File: src/design/uer_pkg.sv
// Shared types and constants for the ultrasonic echo ranger.
// Used by uer_core and the ultrasonic_echo_ranger top level; no dependencies.
package uer_pkg;

  // Field and counter widths
  localparam int TIMEOUT_W = 16;
  localparam int TRIGGER_W = 8;
  localparam int COUNT_W   = 16;
  localparam int DIST_W    = 11;
  localparam int CFG_IDX_W = 1;
  localparam int CFG_DAT_W = 16;

  // Echo ticks per centimeter, and the remainder counter width
  localparam int CM_DIVISOR = 58;
  localparam int REM_W      = $clog2(CM_DIVISOR);

  // Register reset values
  localparam logic [TIMEOUT_W-1:0] TIMEOUT_RESET = TIMEOUT_W'(23200);
  localparam logic [TRIGGER_W-1:0] TRIGGER_RESET = TRIGGER_W'(10);

  // Configuration register indexes
  localparam logic [CFG_IDX_W-1:0] CFG_TIMEOUT = CFG_IDX_W'(0);
  localparam logic [CFG_IDX_W-1:0] CFG_TRIGGER = CFG_IDX_W'(1);

  // Measurement phase, one-hot
  typedef enum logic [3:0] {
    PH_IDLE = 4'b0001,
    PH_TRIG = 4'b0010,
    PH_RISE = 4'b0100,
    PH_MEAS = 4'b1000
  } phase_t;

  typedef struct packed {
    logic [TIMEOUT_W-1:0] timeout_ticks;
    logic [TRIGGER_W-1:0] trigger_ticks;
  } cfg_t;

  typedef struct packed {
    logic start_request;
    logic echo_level;
  } in_item_t;

  typedef struct packed {
    logic              trigger_out;
    logic              busy_res;
    logic              done_res;
    logic              ok;
    logic [DIST_W-1:0] distance_cm;
  } out_item_t;

endpackage

File: src/design/uer_core.sv
// Ranging state machine: one tick per accepted item, result formed combinationally.
// Depends on uer_pkg. Distance is kept as a running quotient/remainder by 58.
module uer_core (
  input  logic                clk,
  input  logic                rst,
  input  logic                fire,
  input  uer_pkg::in_item_t   item,
  input  uer_pkg::cfg_t       cfg,
  output uer_pkg::out_item_t  res
);

  localparam logic [uer_pkg::COUNT_W-1:0] CNT_MAX = '1;
  localparam logic [uer_pkg::REM_W-1:0]   REM_TOP = uer_pkg::REM_W'(uer_pkg::CM_DIVISOR - 1);

  uer_pkg::phase_t                   phase, phase_next;
  logic [uer_pkg::TRIGGER_W-1:0]     trigger_count, trigger_count_next;
  logic [uer_pkg::COUNT_W-1:0]       wait_count, wait_count_next;
  logic [uer_pkg::COUNT_W-1:0]       width_count, width_count_next;
  logic [uer_pkg::DIST_W-1:0]        width_quo, width_quo_next;
  logic [uer_pkg::REM_W-1:0]         width_rem, width_rem_next;
  logic                              echo_prev;
  logic [uer_pkg::DIST_W-1:0]        distance_hold, distance_hold_next;

  logic [uer_pkg::TRIGGER_W-1:0]     tlen;
  logic [uer_pkg::COUNT_W-1:0]       wait_base;
  logic                              waiting;
  logic                              done;
  logic                              good;

  // A trigger length of zero behaves as one tick
  assign tlen = (cfg.trigger_ticks == '0) ? uer_pkg::TRIGGER_W'(1) : cfg.trigger_ticks;

  // Next state for one tick
  always_comb begin
    phase_next         = phase;
    trigger_count_next = trigger_count;
    wait_count_next    = wait_count;
    width_count_next   = width_count;
    width_quo_next     = width_quo;
    width_rem_next     = width_rem;
    distance_hold_next = distance_hold;
    waiting            = 1'b0;
    done               = 1'b0;
    good               = 1'b0;
    wait_base          = wait_count;

    case (phase)
      uer_pkg::PH_IDLE: begin
        if (item.start_request) begin
          phase_next         = uer_pkg::PH_TRIG;
          trigger_count_next = uer_pkg::TRIGGER_W'(1);
        end
      end
      uer_pkg::PH_TRIG: begin
        if (trigger_count < tlen) begin
          trigger_count_next = trigger_count + 1'b1;
        end else begin
          // trigger ends; this tick is already the first waiting tick
          phase_next       = uer_pkg::PH_RISE;
          wait_base        = '0;
          width_count_next = '0;
          waiting          = 1'b1;
        end
      end
      uer_pkg::PH_RISE, uer_pkg::PH_MEAS: begin
        waiting = 1'b1;
      end
      default: begin
        phase_next = uer_pkg::PH_IDLE;
      end
    endcase

    if (waiting) begin
      if (phase_next == uer_pkg::PH_RISE) begin
        // rising edge opens the width count, that tick counts as one
        if (item.echo_level && !echo_prev) begin
          phase_next       = uer_pkg::PH_MEAS;
          width_count_next = uer_pkg::COUNT_W'(1);
          width_quo_next   = '0;
          width_rem_next   = uer_pkg::REM_W'(1);
        end
      end else begin
        if (!item.echo_level) begin
          distance_hold_next = width_quo;
          done               = 1'b1;
          good               = 1'b1;
          phase_next         = uer_pkg::PH_IDLE;
        end else if (width_count != CNT_MAX) begin
          width_count_next = width_count + 1'b1;
          if (width_rem == REM_TOP) begin
            width_rem_next = '0;
            width_quo_next = width_quo + 1'b1;
          end else begin
            width_rem_next = width_rem + 1'b1;
          end
        end
      end
      wait_count_next = wait_base;
      if (!done) begin
        if (wait_base != CNT_MAX) begin
          wait_count_next = wait_base + 1'b1;
        end
        // a measured echo on the same tick takes precedence
        if (cfg.timeout_ticks != '0 && wait_count_next >= cfg.timeout_ticks) begin
          done       = 1'b1;
          good       = 1'b0;
          phase_next = uer_pkg::PH_IDLE;
        end
      end
    end
  end

  // Result of this tick
  always_comb begin
    res.trigger_out = (phase_next == uer_pkg::PH_TRIG);
    res.busy_res    = (phase_next != uer_pkg::PH_IDLE);
    res.done_res    = done;
    res.ok          = done && good;
    res.distance_cm = distance_hold_next;
  end

  // State registers
  always_ff @(posedge clk) begin
    if (rst) begin
      phase         <= uer_pkg::PH_IDLE;
      trigger_count <= '0;
      wait_count    <= '0;
      width_count   <= '0;
      width_quo     <= '0;
      width_rem     <= '0;
      echo_prev     <= 1'b0;
      distance_hold <= '0;
    end else if (fire) begin
      phase         <= phase_next;
      trigger_count <= trigger_count_next;
      wait_count    <= wait_count_next;
      width_count   <= width_count_next;
      width_quo     <= width_quo_next;
      width_rem     <= width_rem_next;
      echo_prev     <= item.echo_level;
      distance_hold <= distance_hold_next;
    end
  end

endmodule

File: src/design/ultrasonic_echo_ranger.sv
// Ultrasonic echo ranger: one input item per tick, one result item per input item.
// Results are registered; throughput 1 item per cycle while in_ready is high (skid register empty).
// An output register plus a skid register take one more item while a result waits.
// Synchronous active-high reset: idle phase, counters and distance zero,
// timeout_ticks 23200, trigger_ticks 10, no result pending.
// Depends on uer_pkg and uer_core.
module ultrasonic_echo_ranger (
  input  logic                           clk,
  input  logic                           rst,
  input  logic                           in_valid,
  output logic                           in_ready,
  input  uer_pkg::in_item_t              in_item,
  output logic                           out_valid,
  input  logic                           out_ready,
  output uer_pkg::out_item_t             out_item,
  input  logic                           cfg_we,
  input  logic [uer_pkg::CFG_IDX_W-1:0]  cfg_index,
  input  logic [uer_pkg::CFG_DAT_W-1:0]  cfg_data
);

  uer_pkg::cfg_t       cfg;
  uer_pkg::out_item_t  res;
  uer_pkg::out_item_t  skid_item;
  logic                skid_valid;
  logic                fire;
  logic                pop;

  assign in_ready = !skid_valid;
  assign fire     = in_valid && in_ready;
  assign pop      = out_valid && out_ready;

  // Configuration registers
  always_ff @(posedge clk) begin
    if (rst) begin
      cfg.timeout_ticks <= uer_pkg::TIMEOUT_RESET;
      cfg.trigger_ticks <= uer_pkg::TRIGGER_RESET;
    end else if (cfg_we) begin
      case (cfg_index)
        uer_pkg::CFG_TIMEOUT: cfg.timeout_ticks <= cfg_data[uer_pkg::TIMEOUT_W-1:0];
        uer_pkg::CFG_TRIGGER: cfg.trigger_ticks <= cfg_data[uer_pkg::TRIGGER_W-1:0];
        default: ;
      endcase
    end
  end

  uer_core u_core (
    .clk  (clk),
    .rst  (rst),
    .fire (fire),
    .item (in_item),
    .cfg  (cfg),
    .res  (res)
  );

  // Output register with skid stage
  always_ff @(posedge clk) begin
    if (rst) begin
      out_valid  <= 1'b0;
      skid_valid <= 1'b0;
    end else if (skid_valid) begin
      if (pop) begin
        skid_valid <= 1'b0;
      end
    end else if (fire) begin
      if (!out_valid || pop) begin
        out_valid <= 1'b1;
      end else begin
        skid_valid <= 1'b1;
      end
    end else if (pop) begin
      out_valid <= 1'b0;
    end
  end

  // Payload moves without reset
  always_ff @(posedge clk) begin
    if (skid_valid) begin
      if (pop) begin
        out_item <= skid_item;
      end
    end else if (fire) begin
      if (!out_valid || pop) begin
        out_item <= res;
      end else begin
        skid_item <= res;
      end
    end
  end

`ifndef SYNTHESIS
  // skid only fills behind a held result
  a_skid_behind_out: assert property (@(posedge clk) disable iff (rst)
    skid_valid |-> out_valid)
    else $error("skid item without output item");

  // an item entering a full skid stage would be lost
  a_no_overrun: assert property (@(posedge clk) disable iff (rst)
    skid_valid && !pop |=> skid_valid && $stable(skid_item))
    else $error("skid item lost or changed before output drained");

  // a finished measurement is never still busy
  a_done_not_busy: assert property (@(posedge clk) disable iff (rst)
    fire && res.done_res |-> !res.busy_res && !res.trigger_out)
    else $error("done reported while busy");

  // trigger is only driven during a measurement, ok only with done
  a_flags_consistent: assert property (@(posedge clk) disable iff (rst)
    fire |-> (!res.trigger_out || res.busy_res) && (!res.ok || res.done_res))
    else $error("inconsistent result flags");
`endif

endmodule
File: config.mk
export PLATFORM = sky130hd
export DESIGN_NAME = ultrasonic_echo_ranger
export DESIGN_NICKNAME = d
export VERILOG_FILES = /design/src/design/uer_pkg.sv /design/src/design/uer_core.sv /design/src/design/ultrasonic_echo_ranger.sv
export SDC_FILE = /design/constraint.sdc
export NUM_CORES = 1
export LEC_CHECK = 0
export BUFFER_PORTS_ARGS = -buffer_cell sky130_fd_sc_hd__buf_2
export CAP_MARGIN = 20
export CORE_ASPECT_RATIO = 1.25
export CORE_MARGIN = 2
export CORE_UTILIZATION = 25
export DETAILED_ROUTE_END_ITERATION = 10
export GPL_TIMING_DRIVEN = 0
export PLACE_DENSITY = 0.48
export SLEW_MARGIN = 10
export SYNTH_ARGS = -nofsm -noshare
export SYNTH_HDL_FRONTEND = slang
export SYNTH_SLANG_ARGS = --single-unit
File: constraint.sdc
create_clock -name clk -period 6.6 [get_ports clk]
set_input_delay 0.33 -clock clk [delete_from_list [all_inputs] [get_ports clk]]
set_output_delay 0.33 -clock clk [all_outputs]
set_load 0.05 [all_outputs]
* Yosys cells after proc, flatten, opt, wreduce, memory -nomap -nowiden
Cells that the tools add are included.
Storage, ports and cells: register bits after elaboration 129, output and inout bits 17, word-level logic and storage cells 136
Operators by class: $add $sub $neg 5, magnitude comparators 2, equality and inequality tests 15, muxes and demuxes 61, bitwise gates (word level) 3, reductions and logical operators 28
Operators by type and width (count):
- $mux 16 | 13
- $mux 11 | 8
- $mux 15 | 4
- $add 16x1->16 const B | 2
- $mux 4 | 8
- $ne 16x16->1 const B | 2
- $mux 6 | 5
- $mux 8 | 3
- $mux 1 | 17
- $ge 16x16->1 | 1
- $pmux 8 s2 | 1
- $reduce_bool 16->1 | 1
- $reduce_bool 2->1 | 7
- $pmux 4 s3 | 1
- $add 11x1->11 const B | 1
- $reduce_and 3->1 | 3
- $add 8x1->8 const B | 1
- $eq 4x2->1 const B | 2
- $eq 4x3->1 const B | 2
- $logic_not 8->1 | 1
- $lt 8x8->1 | 1
- $add 6x1->6 const B | 1
- $eq 6x6->1 const B | 1
- $ne 2x1->1 const B | 3
- other kinds (14) | 25

* Depth between registers and ports, before layout
Gate-level depths: netlist (run 1).
depth in word-level cells 19, gate-level depth with buffers 23

* Hierarchy
Synthesis (run 1) repeated with hierarchy kept, for this count alone.
Second synthesis, totals: cell total of the unflattened synthesis 794, area, all modules 7224.4 um^2
By module, submodules not included:
- uer_core | instances 1, cells each 635, area each 5021.1 um^2, seq. area each 1461.4 um^2
- ultrasonic_echo_ranger | instances 1, cells each 159, area each 2203.4 um^2, seq. area each 1421.4 um^2

* Worst setup path before layout (run 1)
OpenSTA, ideal clock, no wires.
path type reg-to-reg, from register cfg[7] (netlist name), to register out_item[12] (netlist bit) (data pin), setup time 0.260 ns, arrival 4.368 ns, data required time 6.340 ns, slack 1.972 ns, stages on the path, launching flop included 23, path buffers 0, clock period less this slack 4.628 ns, cells stage by stage dfxtp_1 -> inv_1 -> ha_1 -> a21oi_1 -> o21a_1 -> o21ai_0 -> o21ai_2 -> and2_1 -> ha_1 -> and4_1 -> nand4_1 -> or2_1 -> nor2b_1 -> xnor2_1 -> nor2_1 -> ha_1 -> a2111oi_0 -> nand2_1 -> a21oi_1 -> o21ai_0 -> a22oi_1 -> a21oi_1 -> mux2_2
RTL lines:
- end signal, assigned | line ultrasonic_echo_ranger.sv:79 | out_item <= skid_item;
- end signal, assigned | line ultrasonic_echo_ranger.sv:83 | out_item <= res;
- end, declared | line ultrasonic_echo_ranger.sv:15 | output uer_pkg::out_item_t out_item,

==> flow_metrics.tcl, run 1 <==
set metrics [dict create \
    status "completed" \
    post_cts.repair.setup_buffers 0 \
    via_count 5909 \
    place_hpwl_um 13700 \
    num_ports 41 \
    routed_via_density 4.80 \
    period_share 0.912 \
    final_antenna_net_count 0 \
    core-area_um2 27400 \
    placement.io_buffers 39 \
    number_of_global_route_vias_before_repair 5827 \
    max-slew-margin-rel 0.353 \
    number_of_antenna_violations_at_the_first_check_in_global_routing 0 \
    grt_ovf 0 \
    postSynthRegisterBits 129 \
    multiInputGateArea_um2 3740 \
    wirelength_met1_um 9120 \
    drt_pre_antenna_iters 5 \
    fin_skew_ps 12.1 \
    setup.worst_path.end_class "register" \
    die_x_um 153 \
    place.detailed.instances 1198 \
    ys_dominant_reg_cell "sky130_fd_sc_hd__dfxtp_1" \
    clock_latency_ps 430 \
    cts-buffers-inserted 17 \
    met2_length_um 8770 \
    layout.filler_cells 2972 \
    layout-drive-gt1-share 0.139 \
    pd_cells_nw_per_um2 247 \
    pre_cts_slack_ps 661 \
    ys_seq_area_frac 0.418 \
    place_congestion 0.835 \
    drv_cap 0 \
    cts_tree "done" \
    starting_density_of_the_core 0.252 \
    route.top_layer_used "met4" \
    grt_max_degree 17 \
    num_antenna_cells 0 \
    crit_type "register to register" \
    clock_pin_slew_reported_for_the_worst_setup_and_hold_paths_after_clock_tree_synthesis_ps 70 \
    cts_root_buf "sky130_fd_sc_hd__clkbuf_16" \
    chipHeight_um 190 \
    rows 68 \
    clock_sinks 129 \
    synthesized_area_per_cell_um2 8.53 \
    num-nets-final 920 \
    drc_errors 0 \
    routed_wl_um 18700 \
    yosysUniqueCellTypes 71 \
    tightestPinTransition_ps 966 \
    grt_util_all_layers 0.132 \
    max_clock_freq_ghz 0.166 \
    post_drt_wl_per_cell_um 15.2 \
    static_leakage_nw 2.94 \
    ctsLongestPathBuffers 2 \
    holdBufCountCts 0 \
    syn-num-nets 862 \
    setup_viol 0 \
    post_synth_inst_count 809 \
    areaGrowthSynthToFinish_pct 18.0 \
    cts.htree.levels 4 \
    final.min_clock_period_ps 6020 \
    synth_enable_flop_cells 30 \
    finalHoldViolCount 0 \
    ff_latch_area_um2 2880 \
    total_power_w 0.00201 \
    ys_async_sr_fraction 0 \
    critical_path_arrival_ps 6200 \
    syn-cell-area_um2 6900 \
    start_kind "register" \
    ir_drop_v 0.000176 \
    cts-resized-gates 0 \
    layout.core_utilization 0.297 \
    drt_first_iter_violations 383 \
    min-delay-path-class "primary input to register" \
    final_cell_count_no_fill 1230 \
    critPathMaxFanout 10 \
    design.die.area_um2 29000 \
    worst_ep_required_time_ps 6780 \
    totalNegativeSetupSlack_ps 0 \
    first_pass_grt_wire_length_um 31000 \
    routed-wl-met3_um 560 \
    postLayoutSetupSlackWorst_ps 579 \
    yosysWarningCount 0 \
    finalMaxSlewViolations 0 \
    rsz0062_at_grt "no" \
]
per-stage QoR:
stage / cell area [um^2] / hold WS (ps)
floorplan: 6900 / 432
global placement: 7540 / 459
detailed placement: 7540 / 463
CTS: 8150 / 109
global route: 8150 / 111
finish: 8150 / 118
sequential cells by signal, indices dropped and copies added (netlist names):
register / count
cfg: 24
out_item: 15
out_valid: 1
skid_item: 15
skid_valid: 1
u_core.distance_hold: 11
u_core.echo_prev: 1
u_core.phase: 4
u_core.trigger_count: 8
u_core.wait_count: 16
u_core.width_count: 16
u_core.width_quo: 11
u_core.width_rem: 6
area by class of cell:
class	instances	area share
Multi-Input combinational cell	609	0.459
Sequential cell	129	0.354
Tap cell	350	0.0538
Clock buffer	17	0.0522
Buffer	39	0.0200
Timing Repair Buffer	39	0.0240
Inverter	32	0.0147
Clock inverter	15	0.0221
worst max-delay path: stages (launching register included):
cell and delay, ps:
sky130_fd_sc_hd__dfxtp_1 380, sky130_fd_sc_hd__inv_1 60, sky130_fd_sc_hd__ha_1 300, sky130_fd_sc_hd__a21o_1 160, sky130_fd_sc_hd__a21oi_1 280, sky130_fd_sc_hd__o21ai_0 180
sky130_fd_sc_hd__o21ai_2 460, sky130_fd_sc_hd__and2_1 210, sky130_fd_sc_hd__ha_1 230, sky130_fd_sc_hd__and4_1 260, sky130_fd_sc_hd__nand4_1 230, sky130_fd_sc_hd__or2_1 360
sky130_fd_sc_hd__nor2b_1 220, sky130_fd_sc_hd__xnor2_1 180, sky130_fd_sc_hd__nor2_1 60, sky130_fd_sc_hd__ha_1 310, sky130_fd_sc_hd__a2111oi_0 470, sky130_fd_sc_hd__nand2_1 90
sky130_fd_sc_hd__a21oi_1 150, sky130_fd_sc_hd__o21ai_0 230, sky130_fd_sc_hd__a22oi_1 410, sky130_fd_sc_hd__a21oi_1 200, sky130_fd_sc_hd__mux2_2 330
worst paths after layout:
| path | cells after the start | from | end | slack [ps] |
|---|---|---|---|---|
| max | 22 | cfg[2] | out_item[12] | 580 |
| min | 2 | out_ready | skid_valid | 120 |
| max reg2reg | 22 | cfg[2] | out_item[12] | 580 |
| min reg2reg | 2 | cfg[0] | cfg[0] | 470 |
cells in the final DEF, fill, tap and decap left out, types with 8 or more instances in the layout:
cell / count
sky130_fd_sc_hd__a211oi_1: 11
sky130_fd_sc_hd__a21oi_1: 78
sky130_fd_sc_hd__and3_1: 10
sky130_fd_sc_hd__buf_2: 43
sky130_fd_sc_hd__clkbuf_1: 29
sky130_fd_sc_hd__clkbuf_16: 17
sky130_fd_sc_hd__dfxtp_1: 99
sky130_fd_sc_hd__edfxtp_1: 30
sky130_fd_sc_hd__ha_1: 29
sky130_fd_sc_hd__inv_1: 30
sky130_fd_sc_hd__inv_8: 8
sky130_fd_sc_hd__mux2_2: 25
sky130_fd_sc_hd__nand2_1: 109
sky130_fd_sc_hd__nand3_1: 20
sky130_fd_sc_hd__nand4_1: 8
sky130_fd_sc_hd__nor2_1: 85
sky130_fd_sc_hd__nor2b_1: 9
sky130_fd_sc_hd__nor3_1: 28
sky130_fd_sc_hd__nor4_1: 8
sky130_fd_sc_hd__o211ai_1: 15
sky130_fd_sc_hd__o21ai_0: 31
sky130_fd_sc_hd__o31ai_1: 8
sky130_fd_sc_hd__or3_1: 12
sky130_fd_sc_hd__xnor2_1: 15
sky130_fd_sc_hd__xor2_1: 11
cell usage after synthesis (all sizes together) (3+ instances only):
| cell | count | area [um^2] |
|---|---|---|
| or4 | 4 | 37.5 |
| nand3b | 6 | 45.0 |
| and4 | 3 | 26.3 |
| nand3 | 20 | 100 |
| or3 | 13 | 86.3 |
| nor3 | 31 | 170 |
| nand2b | 3 | 18.8 |
| a21o | 3 | 22.5 |
| a31oi | 7 | 43.8 |
| nor2b | 9 | 56.3 |
| o21a | 4 | 30.0 |
| nor4 | 8 | 50.1 |
| nand2 | 109 | 409 |
| inv | 30 | 113 |
| and3 | 10 | 62.6 |
| a41oi | 3 | 26.3 |
| a21oi | 79 | 395 |
| edfxtp | 30 | 901 |
| o2111ai | 3 | 32.5 |
| o22ai | 5 | 31.3 |
| mux2i | 3 | 30.0 |
| buf | 10 | 53.8 |
| o31ai | 9 | 72.6 |
| a311oi | 5 | 43.8 |
| o211ai | 15 | 113 |
| nor2 | 86 | 330 |
| clkbuf | 29 | 109 |
| or2 | 4 | 25.0 |
| nand4 | 9 | 71.3 |
| o21ai | 34 | 174 |
| xor2 | 11 | 96.3 |
| dfxtp | 99 | 1980 |
| a22oi | 3 | 22.5 |
| mux2 | 25 | 282 |
| a211oi | 11 | 82.6 |
| and2 | 8 | 52.6 |
| xnor2 | 15 | 131 |
| ha | 29 | 363 |
layer usage:
metal | GRT usage | vias up
met5 | 0 | -
met4 | 0.0459 | 0
met3 | 0.0205 | 18
met2 | 0.221 | 101
met1 | 0.172 | 2751
li1 | - | 3039
report_power, final:
| part | internal [W] | switching, W | leakage, nW |
|---|---|---|---|
| Combinational | 0.0000505 | 0.000118 | 1.55 |
| Clock | 0.000547 | 0.000442 | 0.301 |
| Sequential | 0.000838 | 0.0000139 | 1.09 |
| Total | 0.00144 | 0.000575 | 2.94 |
cells by family (layout without fill, tap and decap cells):
family / count (synthesis) / count (layout) / share of synthesized area
and+or+nand+nor: 328 / 328 / 0.230
buffers and inverters: 71 / 142 / 0.0410
adders and majority gates: 29 / 29 / 0.0526
AOI/OAI and AO/OA: 198 / 198 / 0.181
xor gates and xnor gates: 26 / 26 / 0.0330
muxes: 28 / 28 / 0.0451
DFF: 129 / 129 / 0.418
No activity file was read; power rests on OpenSTA's default activity.
==> inputs of run 2 (changes only) <==
--- a/config.mk
+++ b/config.mk
@@ -9,10 +9,10 @@
 export CAP_MARGIN = 20
 export CORE_ASPECT_RATIO = 1.25
 export CORE_MARGIN = 2
-export CORE_UTILIZATION = 25
+export CORE_UTILIZATION = 60
 export DETAILED_ROUTE_END_ITERATION = 10
 export GPL_TIMING_DRIVEN = 0
-export PLACE_DENSITY = 0.48
+export PLACE_DENSITY = 0.87
 export SLEW_MARGIN = 10
 export SYNTH_ARGS = -nofsm -noshare
 export SYNTH_HDL_FRONTEND = slang
==> run 2 against run 1 <==
Critical path depth unchanged. Critical endpoint unchanged. Core utilization increased by 41 points. Largest power group unchanged. First-iteration DRC count increased by 45%.
==> flow_metrics.tcl, run 2 (synthesis results as in run 1) <==
set metrics [dict create \
    status "completed" \
    grt_util_all_layers 0.284 \
    pd_cells_nw_per_um2 249 \
    routed_via_density 6.32 \
    critPathMaxStageDelay_ps 460 \
    biggestRegsByFlops "cfg: 24 flops, u_core.wait_count: 16 flops, u_core.width_count: 16 flops" \
    max-slew-margin-rel 0.453 \
    core-area_um2 11100 \
    clock_sinks 129 \
    min-delay-path-class "primary input to register" \
    layout_commonest_cell "sky130_fd_sc_hd__nand2_1" \
    ctsLongestPathBuffers 2 \
    drc_errors 0 \
    cts-resized-gates 0 \
    via_count 6412 \
    critPathMaxFanout 10 \
    path_cells "inv_1 > ha_1 > a21o_1 > a21oi_1 > o21ai_0 > o21ai_2 > and2_1 > ha_1 > and4_1 > nand4_1 > or2_1 > nor2b_1 > xnor2_1 > nor2_1 > ha_1 > a2111oi_0 > nand2_1 > a21oi_1 > o21ai_0 > a22oi_1 > a21oi_1 > mux2_2" \
    clock_latency_ps 430 \
    critical_path_arrival_ps 5950 \
    finalHoldViolCount 0 \
    total_power_w 0.00196 \
    rsz0062_at_grt "no" \
    max_clock_freq_ghz 0.173 \
    grt_max_degree 17 \
    number_of_antenna_violations_at_the_first_check_in_global_routing 0 \
    num-nets-final 920 \
    placement.io_buffers 39 \
    tightestPinTransition_ps 820 \
    setup_viol 0 \
    post_cts.repair.setup_buffers 0 \
    setup.worst_path.end_class "register" \
    worst_ep_required_time_ps 6780 \
    place_hpwl_um 12100 \
    layout.filler_cells 851 \
    routed_wl_um 17100 \
    final_cell_mix "109 x sky130_fd_sc_hd__nand2_1, 99 x sky130_fd_sc_hd__dfxtp_1, 85 x sky130_fd_sc_hd__nor2_1" \
    start_kind "register" \
    totalNegativeSetupSlack_ps 0 \
    period_share 0.875 \
    cts.htree.levels 4 \
    cts-buffers-inserted 17 \
    fin_skew_ps 7.97 \
    registers.top_by_ff_count "cfg" \
    layout-drive-gt1-share 0.139 \
    cts_tree "done" \
    areaGrowthSynthToFinish_pct 13.8 \
    final_antenna_net_count 0 \
    ir_drop_v 0.000186 \
    post_drt_wl_per_cell_um 16.8 \
    chipHeight_um 124 \
    starting_density_of_the_core 0.620 \
    static_leakage_nw 2.92 \
    number_of_global_route_vias_before_repair 5953 \
    num_ports 41 \
    place_congestion 0.981 \
    holdBufCountCts 0 \
    finalMaxSlewViolations 0 \
    die_x_um 99.9 \
    crit_type "register to register" \
    final.min_clock_period_ps 5770 \
    critical_path.slowest_cell "sky130_fd_sc_hd__o21ai_2" \
    clock_pin_slew_reported_for_the_worst_setup_and_hold_paths_after_clock_tree_synthesis_ps 60 \
    largest_register_ffs 24 \
    drt_first_iter_violations 556 \
    design.die.area_um2 12400 \
    num_antenna_cells 0 \
    worst-r2r-setup-slack_ps 830 \
    cts_root_buf "sky130_fd_sc_hd__clkbuf_16" \
    grt_ovf 0 \
    drt_pre_antenna_iters 5 \
    first_pass_grt_wire_length_um 27900 \
    rows 43 \
    drv_cap 0 \
]
## run 2: worst paths after layout
path,to,start,cells past startpoint
hold reg to reg,cfg[7],cfg[7],2
setup reg to reg,out_item[12],cfg[2],22
setup / recovery,out_item[12],cfg[2],22
hold / removal,cfg[17],cfg_data[9],3
## run 2: worst max-delay path, delay by kind of cell, from the launching register on
family,cells,cell delay [ps]
flip-flops,1,360
adder cells (fa/ha/maj),3,850
AO/OA/AOI/OAI,9,2360
buffers and inverters,1,60
XOR/XNOR,1,150
AND/OR/NAND/NOR,7,1390
multiplexers,1,340
## run 2: final cells by class
| class | count | area [um^2] | share of cell area |
|---|---|---|---|
| multi-input combinational | 609 | 3740 | 0.476 |
| sequential | 129 | 2880 | 0.367 |
| clock buffer | 17 | 425 | 0.0541 |
| timing repair buffer | 39 | 195 | 0.0248 |
| tap | 135 | 169 | 0.0215 |
| buffer | 39 | 163 | 0.0207 |
| clock inverter | 15 | 159 | 0.0202 |
| inverter | 32 | 120 | 0.0153 |
## run 2: metrics by stage
| stage | util | worst slack [ps] | hold WS (ps) | area (um^2) | instances |
|---|---|---|---|---|---|
| after floorplan | - | 1970 | 432 | 6900 | 809 |
| after global placement | 0.653 | 1020 | 454 | 7270 | 983 |
| after detailed placement | 0.653 | 930 | 464 | 7270 | 983 |
| after CTS | 0.705 | 879 | 109 | 7860 | 1015 |
| after global routing | 0.705 | 396 | 124 | 7860 | 1015 |
| final | 0.705 | 828 | 119 | 7860 | 1015 |
## run 2: routing by layer
metal | global-route usage | part of all wire | vias to the layer above
li1 | - | - | 3039
met1 | 0.332 | 0.40 | 3025
met2 | 0.491 | 0.49 | 286
met3 | 0.0483 | 0.065 | 62
met4 | 0.166 | 0.041 | 0
met5 | 0 | 0 | -
## run 2: where the power goes
part	leakage [nW]	switching [W]	internal (W)
sequential	1.09	0.0000150	0.000839
clock	0.285	0.000398	0.000536
combinational	1.55	0.000120	0.0000506
